File: src/sv/tijm_pkg.sv
// Shared types, register map and helpers of the tick interval jitter monitor.
// Used by tijm_div and tick_interval_jitter_monitor_core; depends on nothing.
package tijm_pkg;

    typedef enum logic [3:0] {
        ST_IDLE,
        ST_RATE_START,
        ST_RATE_WAIT,
        ST_ACCUM,
        ST_CHECK,
        ST_AVG_START,
        ST_AVG_WAIT,
        ST_MUL,
        ST_VAR,
        ST_SQRT,
        ST_SD_START,
        ST_SD_WAIT,
        ST_EMIT
    } tijm_state_t;

    localparam logic [2:0] ADDR_REPORT_RATE = 3'd0;
    localparam logic [9:0] REPORT_RATE_RESET = 10'd1;

    localparam int DIV_W      = 64;
    localparam int DIVISOR_W  = 32;
    localparam int COUNT_W    = 20;
    localparam int PROD_W     = 84;
    localparam int RAD_W      = 100;
    localparam int ROOT_W     = 50;

    function automatic logic [31:0] sat32(input logic [63:0] v);
        logic [31:0] r;
        r = (v[63:32] != 32'd0) ? 32'hFFFF_FFFF : v[31:0];
        return r;
    endfunction

endpackage

File: src/sv/tijm_div.sv
// Bit-serial restoring divider, one quotient bit per cycle, 64 by 32 bits.
// Depends on tijm_pkg for widths.
module tijm_div (
    input  logic                           clk,
    input  logic                           rst_n,
    input  logic                           start,
    input  logic [tijm_pkg::DIV_W-1:0]     dividend,
    input  logic [tijm_pkg::DIVISOR_W-1:0] divisor,
    output logic                           done,
    output logic [tijm_pkg::DIV_W-1:0]     quotient
);
    import tijm_pkg::*;

    logic [DIV_W-1:0]     q_reg, q_next;
    logic [DIVISOR_W-1:0] rem_reg, rem_next;
    logic [DIVISOR_W-1:0] dvs_reg;
    logic [6:0]           cnt_reg, cnt_next;
    logic                 done_reg, done_next;
    logic [DIVISOR_W:0]   shifted;
    logic [DIVISOR_W:0]   diff;

    always_comb
    begin
        shifted   = {rem_reg, q_reg[DIV_W-1]};
        diff      = shifted - {1'b0, dvs_reg};
        q_next    = q_reg;
        rem_next  = rem_reg;
        cnt_next  = cnt_reg;
        done_next = 1'b0;
        if (start)
        begin
            q_next   = dividend;
            rem_next = '0;
            cnt_next = 7'(DIV_W);
        end
        else if (cnt_reg != 7'd0)
        begin
            cnt_next = cnt_reg - 7'd1;
            if (!diff[DIVISOR_W])
            begin
                rem_next = diff[DIVISOR_W-1:0];
                q_next   = {q_reg[DIV_W-2:0], 1'b1};
            end
            else
            begin
                rem_next = shifted[DIVISOR_W-1:0];
                q_next   = {q_reg[DIV_W-2:0], 1'b0};
            end
            done_next = (cnt_reg == 7'd1);
        end
    end

    always_ff @(posedge clk or negedge rst_n)
    begin
        if (!rst_n)
        begin
            cnt_reg  <= '0;
            done_reg <= 1'b0;
        end
        else
        begin
            cnt_reg  <= cnt_next;
            done_reg <= done_next;
        end
    end

    always_ff @(posedge clk)
    begin
        q_reg   <= q_next;
        rem_reg <= rem_next;
        if (start)
            dvs_reg <= divisor;
    end

    assign done     = done_reg;
    assign quotient = q_reg;

endmodule

File: config.mk
export PLATFORM = sky130hd
export DESIGN_NAME = tijm_div
export DESIGN_NICKNAME = d
export VERILOG_FILES = /design/src/sv/tijm_pkg.sv /design/src/sv/tijm_div.sv
export SDC_FILE = /design/constraint.sdc
export NUM_CORES = 1
export LEC_CHECK = 0
export ABC_AREA = 1
export BUFFER_PORTS_ARGS = -buffer_cell sky130_fd_sc_hd__clkbuf_2
export CAP_MARGIN = 20
export CORE_MARGIN = 2
export CORE_UTILIZATION = 25
export DETAILED_ROUTE_END_ITERATION = 6
export SLEW_MARGIN = 20
export SYNTH_ARGS = -nofsm -noshare
export SYNTH_HDL_FRONTEND = slang
export SYNTH_SLANG_ARGS = --single-unit
File: constraint.sdc
create_clock -name clk -period 3.4 [get_ports clk]
set_input_delay 0.68 -clock clk [delete_from_list [all_inputs] [get_ports clk]]
set_output_delay 0.68 -clock clk [all_outputs]
set_load 0.03 [all_outputs]
==> results of run 1 <==
[routing by layer]
layer	share of wire	global-route usage
met1	0.45	0.178
met2	0.46	0.232
met3	0.068	0.0379
met4	0.015	0.0429
met5	0	0
[cells by family after synthesis]
| family | Yosys count | share of synthesized area |
|---|---|---|
| xor+xnor | 17 | 0.0181 |
| buf+inv | 212 | 0.101 |
| compound gates | 28 | 0.0177 |
| simple gates | 704 | 0.355 |
| flops | 136 | 0.454 |
| fa+ha+maj | 35 | 0.0543 |
[worst max-delay path: stages (launching register included)]
cell and delay (ps):
edfxtp_1 340, inv_1 60, ha_1 220, fa_1 400, inv_1 100, nand2_1 50
nand2_1 70, nand3_1 60, nand2_1 170, nand2_1 80, nand2_1 100, nand2_1 80
nand3_2 270, buf_4 370, nand3_1 110, nand3_1 100, o21ai_0 80
[final timing paths]
check,from,slack [ps],depth (start not counted),endpoint
min,rst_n,80,1,cnt_reg[6]
max in group asynchronous,rst_n,3130,1,cnt_reg[4]
min in group clk,divisor[26],430,1,dvs_reg[26]
max reg2reg,quotient[63],600,16,rem_reg[0]
max,quotient[63],600,16,rem_reg[0]
min reg2reg,rem_reg[3],470,2,rem_reg[3]
[layout by cell type, fill, tap and decap left out, types with 2 or more instances in the layout]
master / n
nor2_2: 3
a21oi_1: 20
clkinv_8: 2
buf_4: 9
nor2_1: 43
xnor2_1: 14
o21ai_0: 5
xor2_1: 3
ha_1: 34
dfxtp_1: 32
inv_6: 5
clkbuf_2: 162
nor3_1: 10
nand3b_1: 29
edfxtp_1: 96
dfrtp_1: 8
nand2_1: 533
inv_2: 3
and2_1: 9
inv_8: 5
nand3_1: 63
bufinv_16: 2
clkbuf_16: 17
inv_1: 179
nand4_1: 6
[power by group through the flow]
stage / Combinational, W / Sequential [W] / Clock [W]
detailed placement: 0.00114 / 0.00221 / 0
floorplan: 0.000475 / 0.00247 / 0
CTS: 0.00114 / 0.00218 / 0.00205
finish: 0.00112 / 0.00218 / 0.00200
global placement: 0.00112 / 0.00222 / 0
global route: 0.00125 / 0.00221 / 0.00213
[layout make-up]
class,count,share of cell area
Inverter,182,0.0673
Clock inverter,15,0.0198
Timing Repair Buffer,172,0.0885
Clock buffer,17,0.0419
Multi-Input combinational cell,784,0.361
Tap cell,442,0.0545
Sequential cell,136,0.367
[through the flow]
stage / instances / utilization / power [W] / setup WS [ps]
2_1_floorplan: 1132 / - / 0.00294 / 705
3_3_place_gp: 1716 / 0.293 / 0.00334 / 653
3_5_place_dp: 1716 / 0.293 / 0.00334 / 541
4_1_cts: 1748 / 0.313 / 0.00537 / 538
5_1_grt: 1748 / 0.313 / 0.00558 / 252
6_report: 1748 / 0.313 / 0.00530 / 596
==> flow_metrics.py, run 1 <==
metrics = {
    "power": {
        "power_frac_seq": 0.411,
        "power.density_nw_per_um2": 522,
        "internal-power_w": 0.00351,
        "p_sw_frac": 0.338,
        "pwr-share-comb": 0.212,
        "vdd_drop_max_mv": 0.318,
        "switching_power_w": 0.00179,
        "clkPwrFrac": 0.377,
        "leakage_nw": 5.51,
    },
    "sta": {
        "finalHoldViolations": 0,
        "skew_ps": 11.6,
        "whs_ps": 84.8,
        "worst_slew_pin_slew_ps": 626,
        "rsz0062_at_grt": "false",
        "report.final.slew_viol_count": 0,
        "fin_crit_ps": 2800,
        "setup_viol": 0,
        "post-route-period-util": 0.825,
        "slew_headroom": 0.583,
        "max_freq_ghz": 0.357,
        "tns_ps": 0,
    },
    "routing": {
        "drc_errors": 0,
        "first_pass_iters": 5,
        "drtAntennaViolNets": 0,
        "post_drt_wl_per_cell_um": 13.3,
        "drt_iter0_drc": 399,
        "wirelength_um": 23200,
        "vias_per_cell": 4.25,
        "vias": 7431,
    },
    "placement": {
        "gp_congestion": 0.890,
        "port_buffers": 163,
        "dpl-instance-area_um2": 9520,
        "post-dp-hpwl_um": 17400,
    },
    "global_route": {
        "grt.overflow.total": 0,
        "grt_pass1_wl_um": 37400,
        "grt_max_degree": 78,
        "grtUsageTotal": 0.140,
        "antenna_found_initial": 0,
        "grt_pass1_vias": 7166,
    },
    "cts": {
        "cts-resized-gates": 0,
        "cts_tree": "built",
        "cts_root_buf": "clkbuf_16",
        "cts.htree.levels": 4,
        "cts-hold-fix-buffers": 0,
        "clk_pin_slew_ps": 70,
        "clkSinkCount": 136,
        "post_cts_buffers": 0,
        "clk_path_buf_depth": 2,
        "cts_buffers": 17,
        "clk_latency_ps": 430,
    },
    "worst_setup_path": {
        "criticalPathCategory": "flip-flop to flip-flop",
        "crit_required_ps": 3700,
        "path_max_fanout": 22,
        "arrival_ps": 3110,
        "cp-end-kind": "flip-flop",
        "cp-start-kind": "flip-flop",
    },
    "synthesis": {
        "avgSynthCellArea_um2": 7.25,
        "synth_fp_nets": 1266,
        "synth_top_area_share": 0.351,
        "ys.flop_type": "edfxtp_1",
        "synthTopCellsByArea": "edfxtp_1, nand2_1, inv_1",
        "yosys_warnings": 0,
        "yosys.area.top_type": "edfxtp_1",
        "synthArstFlopShare": 0.0588,
        "yosysUniqueCellTypes": 33,
        "ys_ff_latch": 136,
        "syn_inst": 1132,
        "yosysMostFrequentCell": "nand2_1",
        "syn-cell-area_um2": 8210,
        "ys_seq_area_frac": 0.454,
        "synth_common_cells": "nand2_1, inv_1, edfxtp_1",
        "synth_edf_count": 96,
    },
    "die": {
        "die_area_um2": 34300,
        "initial_core_util": 0.253,
        "fp.dieW_um": 185,
        "core.rowCount": 66,
        "dieHeight_um": 185,
        "coreArea_um2": 32500,
        "boundaryPins": 164,
    },
    "layout": {
        "largest_register_ffs": 64,
        "multi_input_area_um2": 3660,
        "area_growth_pct": 23.6,
        "seq_area_um2": 3720,
        "drive_above_1_share": 0.165,
        "fillers": 3491,
        "final_area_um2": 10100,
        "nets": 1427,
        "diodes": 0,
    },
    "worst_hold_path": {
        "hp-class": "primary input to asynchronous set/reset pin",
    },
    "run_status": {
        "status": "finished clean",
    },
    "flow_run": {
        "max_cap_violations": 0,
    },
}
Note: power is estimated with default switching activity, not from simulation.
==> run 2, diff against run 1 <==
==> constraint.sdc (replaced) <==
create_clock -name clk -period 2.95 [get_ports clk]
set_input_delay 0.59 -clock clk [delete_from_list [all_inputs] [get_ports clk]]
set_output_delay 0.59 -clock clk [all_outputs]
set_load 0.03 [all_outputs]
==> run 2 against run 1 <==
Compared with the run above:
- critical path depth is 1 higher
- fmax is 5.8% higher
- flip-flop and latch count stayed put
- global-route usage is 0.19 points higher
==> flow_metrics.py, run 2 (synthesis gave the netlist of run 1 again) <==
metrics = {
    "run_status": {
        "status": "finished clean",
    },
    "global_route": {
        "met2_usage": 0.237,
        "grt.overflow.total": 0,
        "grt_max_degree": 68,
        "grt_busiest_layer": "met2",
        "antenna_found_initial": 0,
        "globalRouteMet3Util": 0.0480,
        "grt_pass1_vias": 7524,
        "grt_pass1_wl_um": 38100,
        "grtUsageTotal": 0.142,
        "use_met1": 0.170,
    },
    "worst_setup_path": {
        "path_cells": "inv_1 -> ha_1 -> fa_1 -> inv_1 -> nand2_1 -> nand2_1 -> nand3_1 -> nand2_1 -> nand2_1 -> nand2_1 -> nand2_1 -> nand2_1 -> nand2_4 -> nand2_4 -> nand2_1 -> nand3_1 -> nand2_1",
        "critPathBufInv": 2,
        "critPathSlowestCell": "fa_1",
        "cp-start-kind": "flip-flop",
        "arrival_ps": 2960,
        "cp-end-kind": "flip-flop",
        "crit_required_ps": 3260,
        "criticalPathCategory": "flip-flop to flip-flop",
        "cpMostUsedCell": "nand2_1",
        "path_max_fanout": 16,
        "crit_family": "simple AND/OR/NAND/NOR gates",
        "max_stage_delay_ps": 410,
    },
    "sta": {
        "max_freq_ghz": 0.377,
        "setup_viol": 0,
        "slew_headroom": 0.507,
        "skew_ps": 9.71,
        "whs_ps": 337,
        "fin_crit_ps": 2650,
        "tns_ps": 0,
        "rsz0062_at_grt": "false",
        "report.final.slew_viol_count": 0,
        "worst_slew_pin_slew_ps": 740,
        "finalHoldViolations": 0,
        "post-route-period-util": 0.898,
    },
    "die": {
        "fp.dieW_um": 185,
        "die_area_um2": 34300,
        "core.rowCount": 66,
        "boundaryPins": 164,
        "initial_core_util": 0.253,
        "dieHeight_um": 185,
        "coreArea_um2": 32500,
    },
    "power": {
        "clkPwrFrac": 0.361,
        "power_frac_seq": 0.421,
        "switching_power_w": 0.00192,
        "pwr-share-comb": 0.218,
        "power.density_nw_per_um2": 585,
        "p_sw_frac": 0.322,
        "leakage_nw": 5.51,
        "internal-power_w": 0.00403,
        "vdd_drop_max_mv": 0.429,
    },
    "cts": {
        "clkSinkCount": 136,
        "clk_path_buf_depth": 2,
        "cts_buffers": 17,
        "cts.htree.levels": 4,
        "clk_latency_ps": 430,
        "clk_pin_slew_ps": 60,
        "post_cts_buffers": 0,
        "cts_tree": "built",
        "cts_root_buf": "clkbuf_16",
    },
    "layout": {
        "final_cell_mix": "nand2_1, inv_1, clkbuf_2, edfxtp_1, nand3_1",
        "fillers": 3495,
        "nets": 1432,
        "drive_above_1_share": 0.166,
        "final_common_cell": "nand2_1",
        "diodes": 0,
        "area_growth_pct": 23.8,
        "largest_register_ffs": 64,
        "fin_cells": 1753,
    },
    "routing": {
        "first_pass_iters": 7,
        "wirelength_um": 23600,
        "vias_per_cell": 4.23,
        "drtAntennaViolNets": 0,
        "drt_iter0_drc": 467,
        "post_drt_wl_per_cell_um": 13.5,
        "drc_errors": 0,
        "vias": 7409,
    },
    "placement": {
        "placed_cells": 1719,
        "gp_congestion": 0.891,
        "post-dp-hpwl_um": 17700,
        "port_buffers": 163,
    },
    "worst_hold_path": {
        "hp-class": "primary input to flip-flop",
    },
    "flow_run": {
        "max_cap_violations": 0,
    },
}
run 2: changes by cell type in the layout (fill, tap and decap cells not counted), sizes merged:
cell,previous run,this run
clkinvlp,0,2
buf,10,13
clkbuf,179,183
clkinv,3,6
inv,192,183
nand2,535,536
dlygate4sd3,0,1
run 2: path summary, 6_finish.rpt:
check	startpoint	endpoint	slack, ps	cells after the start
worst max-delay path	quotient[63]	rem_reg[22]	300	17
worst min-delay path	divisor[3]	dvs_reg[3]	340	1
worst max register to register	quotient[63]	rem_reg[22]	300	17
worst min register to register	rem_reg[26]	rem_reg[26]	470	2
max in group asynchronous	rst_n	cnt_reg[2]	2220	2
min in group asynchronous	rst_n	cnt_reg[6]	550	2
run 2: repair_timing:
item                       CTS  global route
setup endpoints to repair    0            33
hold buffers                 1             0
gates resized for setup      0             4
hold endpoints to repair     8             0
run 2: metrics by stage:
step / setup slack [ps] / area, um^2 / util / power (W)
5_1_grt: 31.7 / 10200 / 0.313 / 0.00625
3_3_place_gp: 271 / 9540 / 0.294 / 0.00384
4_1_cts: 184 / 10100 / 0.312 / 0.00602
2_1_floorplan: 292 / 8210 / - / 0.00339
6_report: 301 / 10200 / 0.313 / 0.00595
3_5_place_dp: 198 / 9540 / 0.294 / 0.00384
run 2: power groups by stage:
stage	Combinational (W)	Sequential, W	Clock, W
after CTS	0.00131	0.00251	0.00220
after global routing	0.00144	0.00254	0.00227
after floorplan	0.000547	0.00285	0
after detailed placement	0.00130	0.00254	0
after global placement	0.00130	0.00254	0
final	0.00130	0.00250	0.00215
run 2: per-layer routing:
metal | routed length (um) | vias to the layer above
met1 | 10500 | 3332
met3 | 1760 | 26
met5 | 0 | -
li1 | - | 3825
met2 | 10900 | 226
met4 | 477 | 0
run 2: cell type report:
class / instances / area, um^2 / area share
Multi-Input combinational cell: 785 / 3680 / 0.363
Sequential cell: 136 / 3720 / 0.366
Timing Repair Buffer: 176 / 938 / 0.0923
Inverter: 182 / 683 / 0.0672
Clock buffer: 21 / 460 / 0.0453
Clock inverter: 11 / 121 / 0.0119
Tap cell: 442 / 553 / 0.0544
==> run 3, diff against run 2 <==
--- a/config.mk
+++ b/config.mk
@@ -5,7 +5,6 @@
 export SDC_FILE = /design/constraint.sdc
 export NUM_CORES = 1
 export LEC_CHECK = 0
-export ABC_AREA = 1
 export BUFFER_PORTS_ARGS = -buffer_cell sky130_fd_sc_hd__clkbuf_2
 export CAP_MARGIN = 20
 export CORE_MARGIN = 2
==> run 3 against run 2 <==
Compared with the run above:
- the flow now finishes with violations (negative setup slack)
- clock skew grew 5.7 ps
- first-iteration DRC count decreased by 57%
- final cell count shrank 28%
- synthesized cell count is 42% lower
- register-to-register slack lost 320 ps
- routed wire length shrank 23%
- fmax fell by 11%
- combinational power grew to 2.5 times the previous value
- final area fell by 2.8%
- sequential share of layout area is 1.0 points higher
- area after synthesis fell by 10%
- non-clock buffer count is 49 higher
- critical endpoint is now rem_reg[19]
- largest cell class unchanged
- largest power group is now combinational logic
==> flow_metrics.py, run 3 <==
metrics = {
    "layout": {
        "final_cell_mix": "clkbuf_2, edfxtp_1, mux2_2, nand2_1, buf_4",
        "diodes": 0,
        "area_growth_pct": 34.4,
        "drive_above_1_share": 0.438,
        "largest_register_ffs": 64,
        "fillers": 2940,
        "fin_cells": 1266,
        "nets": 1003,
        "final_common_cell": "clkbuf_2",
    },
    "placement": {
        "pre_cts_ws_ps": -118,
        "post-dp-hpwl_um": 13200,
        "gp_congestion": 0.801,
        "port_buffers": 163,
        "placed_cells": 1227,
    },
    "synthesis": {
        "ys_ff_latch": 136,
        "synth_common_cells": "edfxtp_1, nand2_1, mux2_2",
        "synth_edf_count": 96,
        "yosysUniqueCellTypes": 60,
        "syn_inst": 655,
        "yosys.area.top_type": "edfxtp_1",
        "avgSynthCellArea_um2": 11.2,
        "synthArstFlopShare": 0.0588,
        "syn-cell-area_um2": 7360,
        "ys.flop_type": "edfxtp_1",
        "ys_seq_area_frac": 0.506,
        "synth_fp_nets": 789,
        "yosys_warnings": 0,
        "yosysMostFrequentCell": "edfxtp_1",
        "synthTopCellsByArea": "edfxtp_1, mux2_2, dfxtp_1",
        "synth_top_area_share": 0.392,
    },
    "sta": {
        "fin_crit_ps": 2970,
        "setup_ws_ps": -16.8,
        "max_freq_ghz": 0.337,
        "worst_slew_pin_slew_ps": 514,
        "whs_ps": 342,
        "skew_ps": 15.4,
        "setup_viol": 2,
        "post-route-period-util": 1.01,
        "slew_headroom": 0.658,
        "finalHoldViolations": 0,
        "rsz0062_at_grt": "true",
        "report.final.slew_viol_count": 0,
    },
    "routing": {
        "wirelength_um": 18300,
        "drt_iter0_drc": 202,
        "vias": 5619,
        "first_pass_iters": 4,
        "post_drt_wl_per_cell_um": 14.5,
        "drtAntennaViolNets": 0,
        "vias_per_cell": 4.44,
        "drc_errors": 0,
    },
    "cts": {
        "clk_pin_slew_ps": 70,
        "clkSinkCount": 136,
        "cts_root_buf": "clkbuf_16",
        "clk_path_buf_depth": 2,
        "cts_tree": "built",
        "cts.htree.levels": 4,
        "clk_latency_ps": 430,
        "cts_buffers": 17,
    },
    "worst_setup_path": {
        "timing.rr.start": "dvs_reg[25]",
        "arrival_ps": 3300,
        "crit_required_ps": 3280,
        "cp-end-kind": "flip-flop",
        "cp-start-kind": "flip-flop",
        "criticalPathCategory": "flip-flop to flip-flop",
        "reg2reg_depth": 14,
        "rrSetupSlack_ps": -20,
        "path_max_fanout": 6,
        "rr_endpoint": "rem_reg[19]",
    },
    "global_route": {
        "grt_max_degree": 65,
        "antenna_found_initial": 0,
        "grt_pass1_wl_um": 29100,
        "grtUsageTotal": 0.118,
        "grt.overflow.total": 0,
        "grt_pass1_vias": 5779,
    },
    "die": {
        "initial_core_util": 0.255,
        "boundaryPins": 164,
        "die_area_um2": 30800,
        "coreArea_um2": 28900,
        "core.rowCount": 62,
        "fp.dieW_um": 176,
        "dieHeight_um": 176,
    },
    "power": {
        "power_w": 0.00810,
        "power.density_nw_per_um2": 820,
        "vdd_drop_max_mv": 0.345,
        "leakage_nw": 4.29,
    },
    "flow_run": {
        "max_cap_violations": 0,
    },
    "worst_hold_path": {
        "hold_depth": 1,
        "min_to": "dvs_reg[18]",
        "min_from": "divisor[18]",
        "hp-class": "primary input to flip-flop",
    },
    "run_status": {
        "status": "complete, but fails checks",
        "violations": "negative setup slack",
    },
}
==> run 3: cell count changes after synthesis, sizes merged, moves of 8 or more <==
cell    before  now
a211oi       0    8
nand3b      29    2
a21oi       20   35
a21o         0   12
nand3       64    7
nand2      535   73
inv        182   46
o21ai        5   21
a311oi       0   22
xor2         3   12
mux2         0   64
==> run 3: layer usage <==
| metal | part of all wire | GRT usage | wire length (um) | vias up |
|---|---|---|---|---|
| met5 | 0 | 0 | 0 | - |
| met4 | 0.010 | 0.0324 | 183 | 0 |
| met3 | 0.067 | 0.0431 | 1230 | 12 |
| met2 | 0.47 | 0.193 | 8680 | 137 |
| met1 | 0.45 | 0.146 | 8220 | 2643 |
| li1 | - | - | - | 2827 |
==> run 3: stage by stage <==
stage / TNS, ps / instance area, um^2 / util
floorplan: -46560 / 7430 / -
global placement: -3.52 / 9040 / 0.313
detailed placement: -1550 / 9040 / 0.313
CTS: -259 / 9680 / 0.336
global route: -3200 / 9880 / 0.342
finish: -25.0 / 9880 / 0.342
==> run 3: repair_timing <==
| action | 4_1_cts | 5_1_grt |
|---|---|---|
| pin swaps | 4 | 7 |
| endpoints found under the setup margin | 30 | 32 |
| hold buffers | 1 | 0 |
| resized for setup | 9 | 31 |
| setup buffers | 1 | 3 |
| endpoints found under the hold margin | 8 | 0 |
| gates cloned | 0 | 2 |
==> run 3: worst max-delay path, stage by stage, from the launching register on <==
cell	delay, ps
edfxtp_1	390
inv_2	80
ha_4	200
buf_4	140
nand2_2	60
nor2_1	40
or3_4	320
a21boi_2	160
a41o_1	220
a221o_2	450
xor2_4	190
buf_4	160
clkbuf_16	140
nand2_1	70
a311oi_2	260
==> run 3: cell type report <==
class,count,area [um^2],share of cell area
clock buffer,17,425,0.0430
clock inverter,15,149,0.0151
inverter,46,175,0.0177
multi-input combinational,443,3530,0.357
sequential,136,3720,0.377
tap,384,480,0.0486
timing repair buffer,225,1400,0.142
==> run 3: logic make-up after synthesis <==
family                   after synthesis  share of synthesized area
AND/OR/NAND/NOR                      170                      0.102
flip-flops                           136                      0.506
AO/OA/AOI/OAI                        135                      0.141
buffers and inverters                 76                     0.0420
multiplexers                          71                      0.108
adder cells (fa/ha/maj)               35                     0.0606
XOR/XNOR                              32                     0.0407
==> run 3: how the worst max path moves through the flow <==
stage / endpoint / slack [ps] / cells past startpoint / start
after floorplan: quotient[0] / -710 / 4 / start
after global placement: rem_reg[17] / -4 / 13 / quotient[63]
after detailed placement: rem_reg[20] / -120 / 13 / quotient[63]
after CTS: rem_reg[3] / -40 / 12 / dvs_reg[25]
after global routing: rem_reg[17] / -160 / 14 / dvs_reg[25]
final: rem_reg[19] / -20 / 14 / dvs_reg[25]
==> run 3: report_power, final <==
group          internal, W  switching (W)
clock network      0.00113       0.000970
registers          0.00248       0.000251
logic              0.00146        0.00181
total              0.00507        0.00303
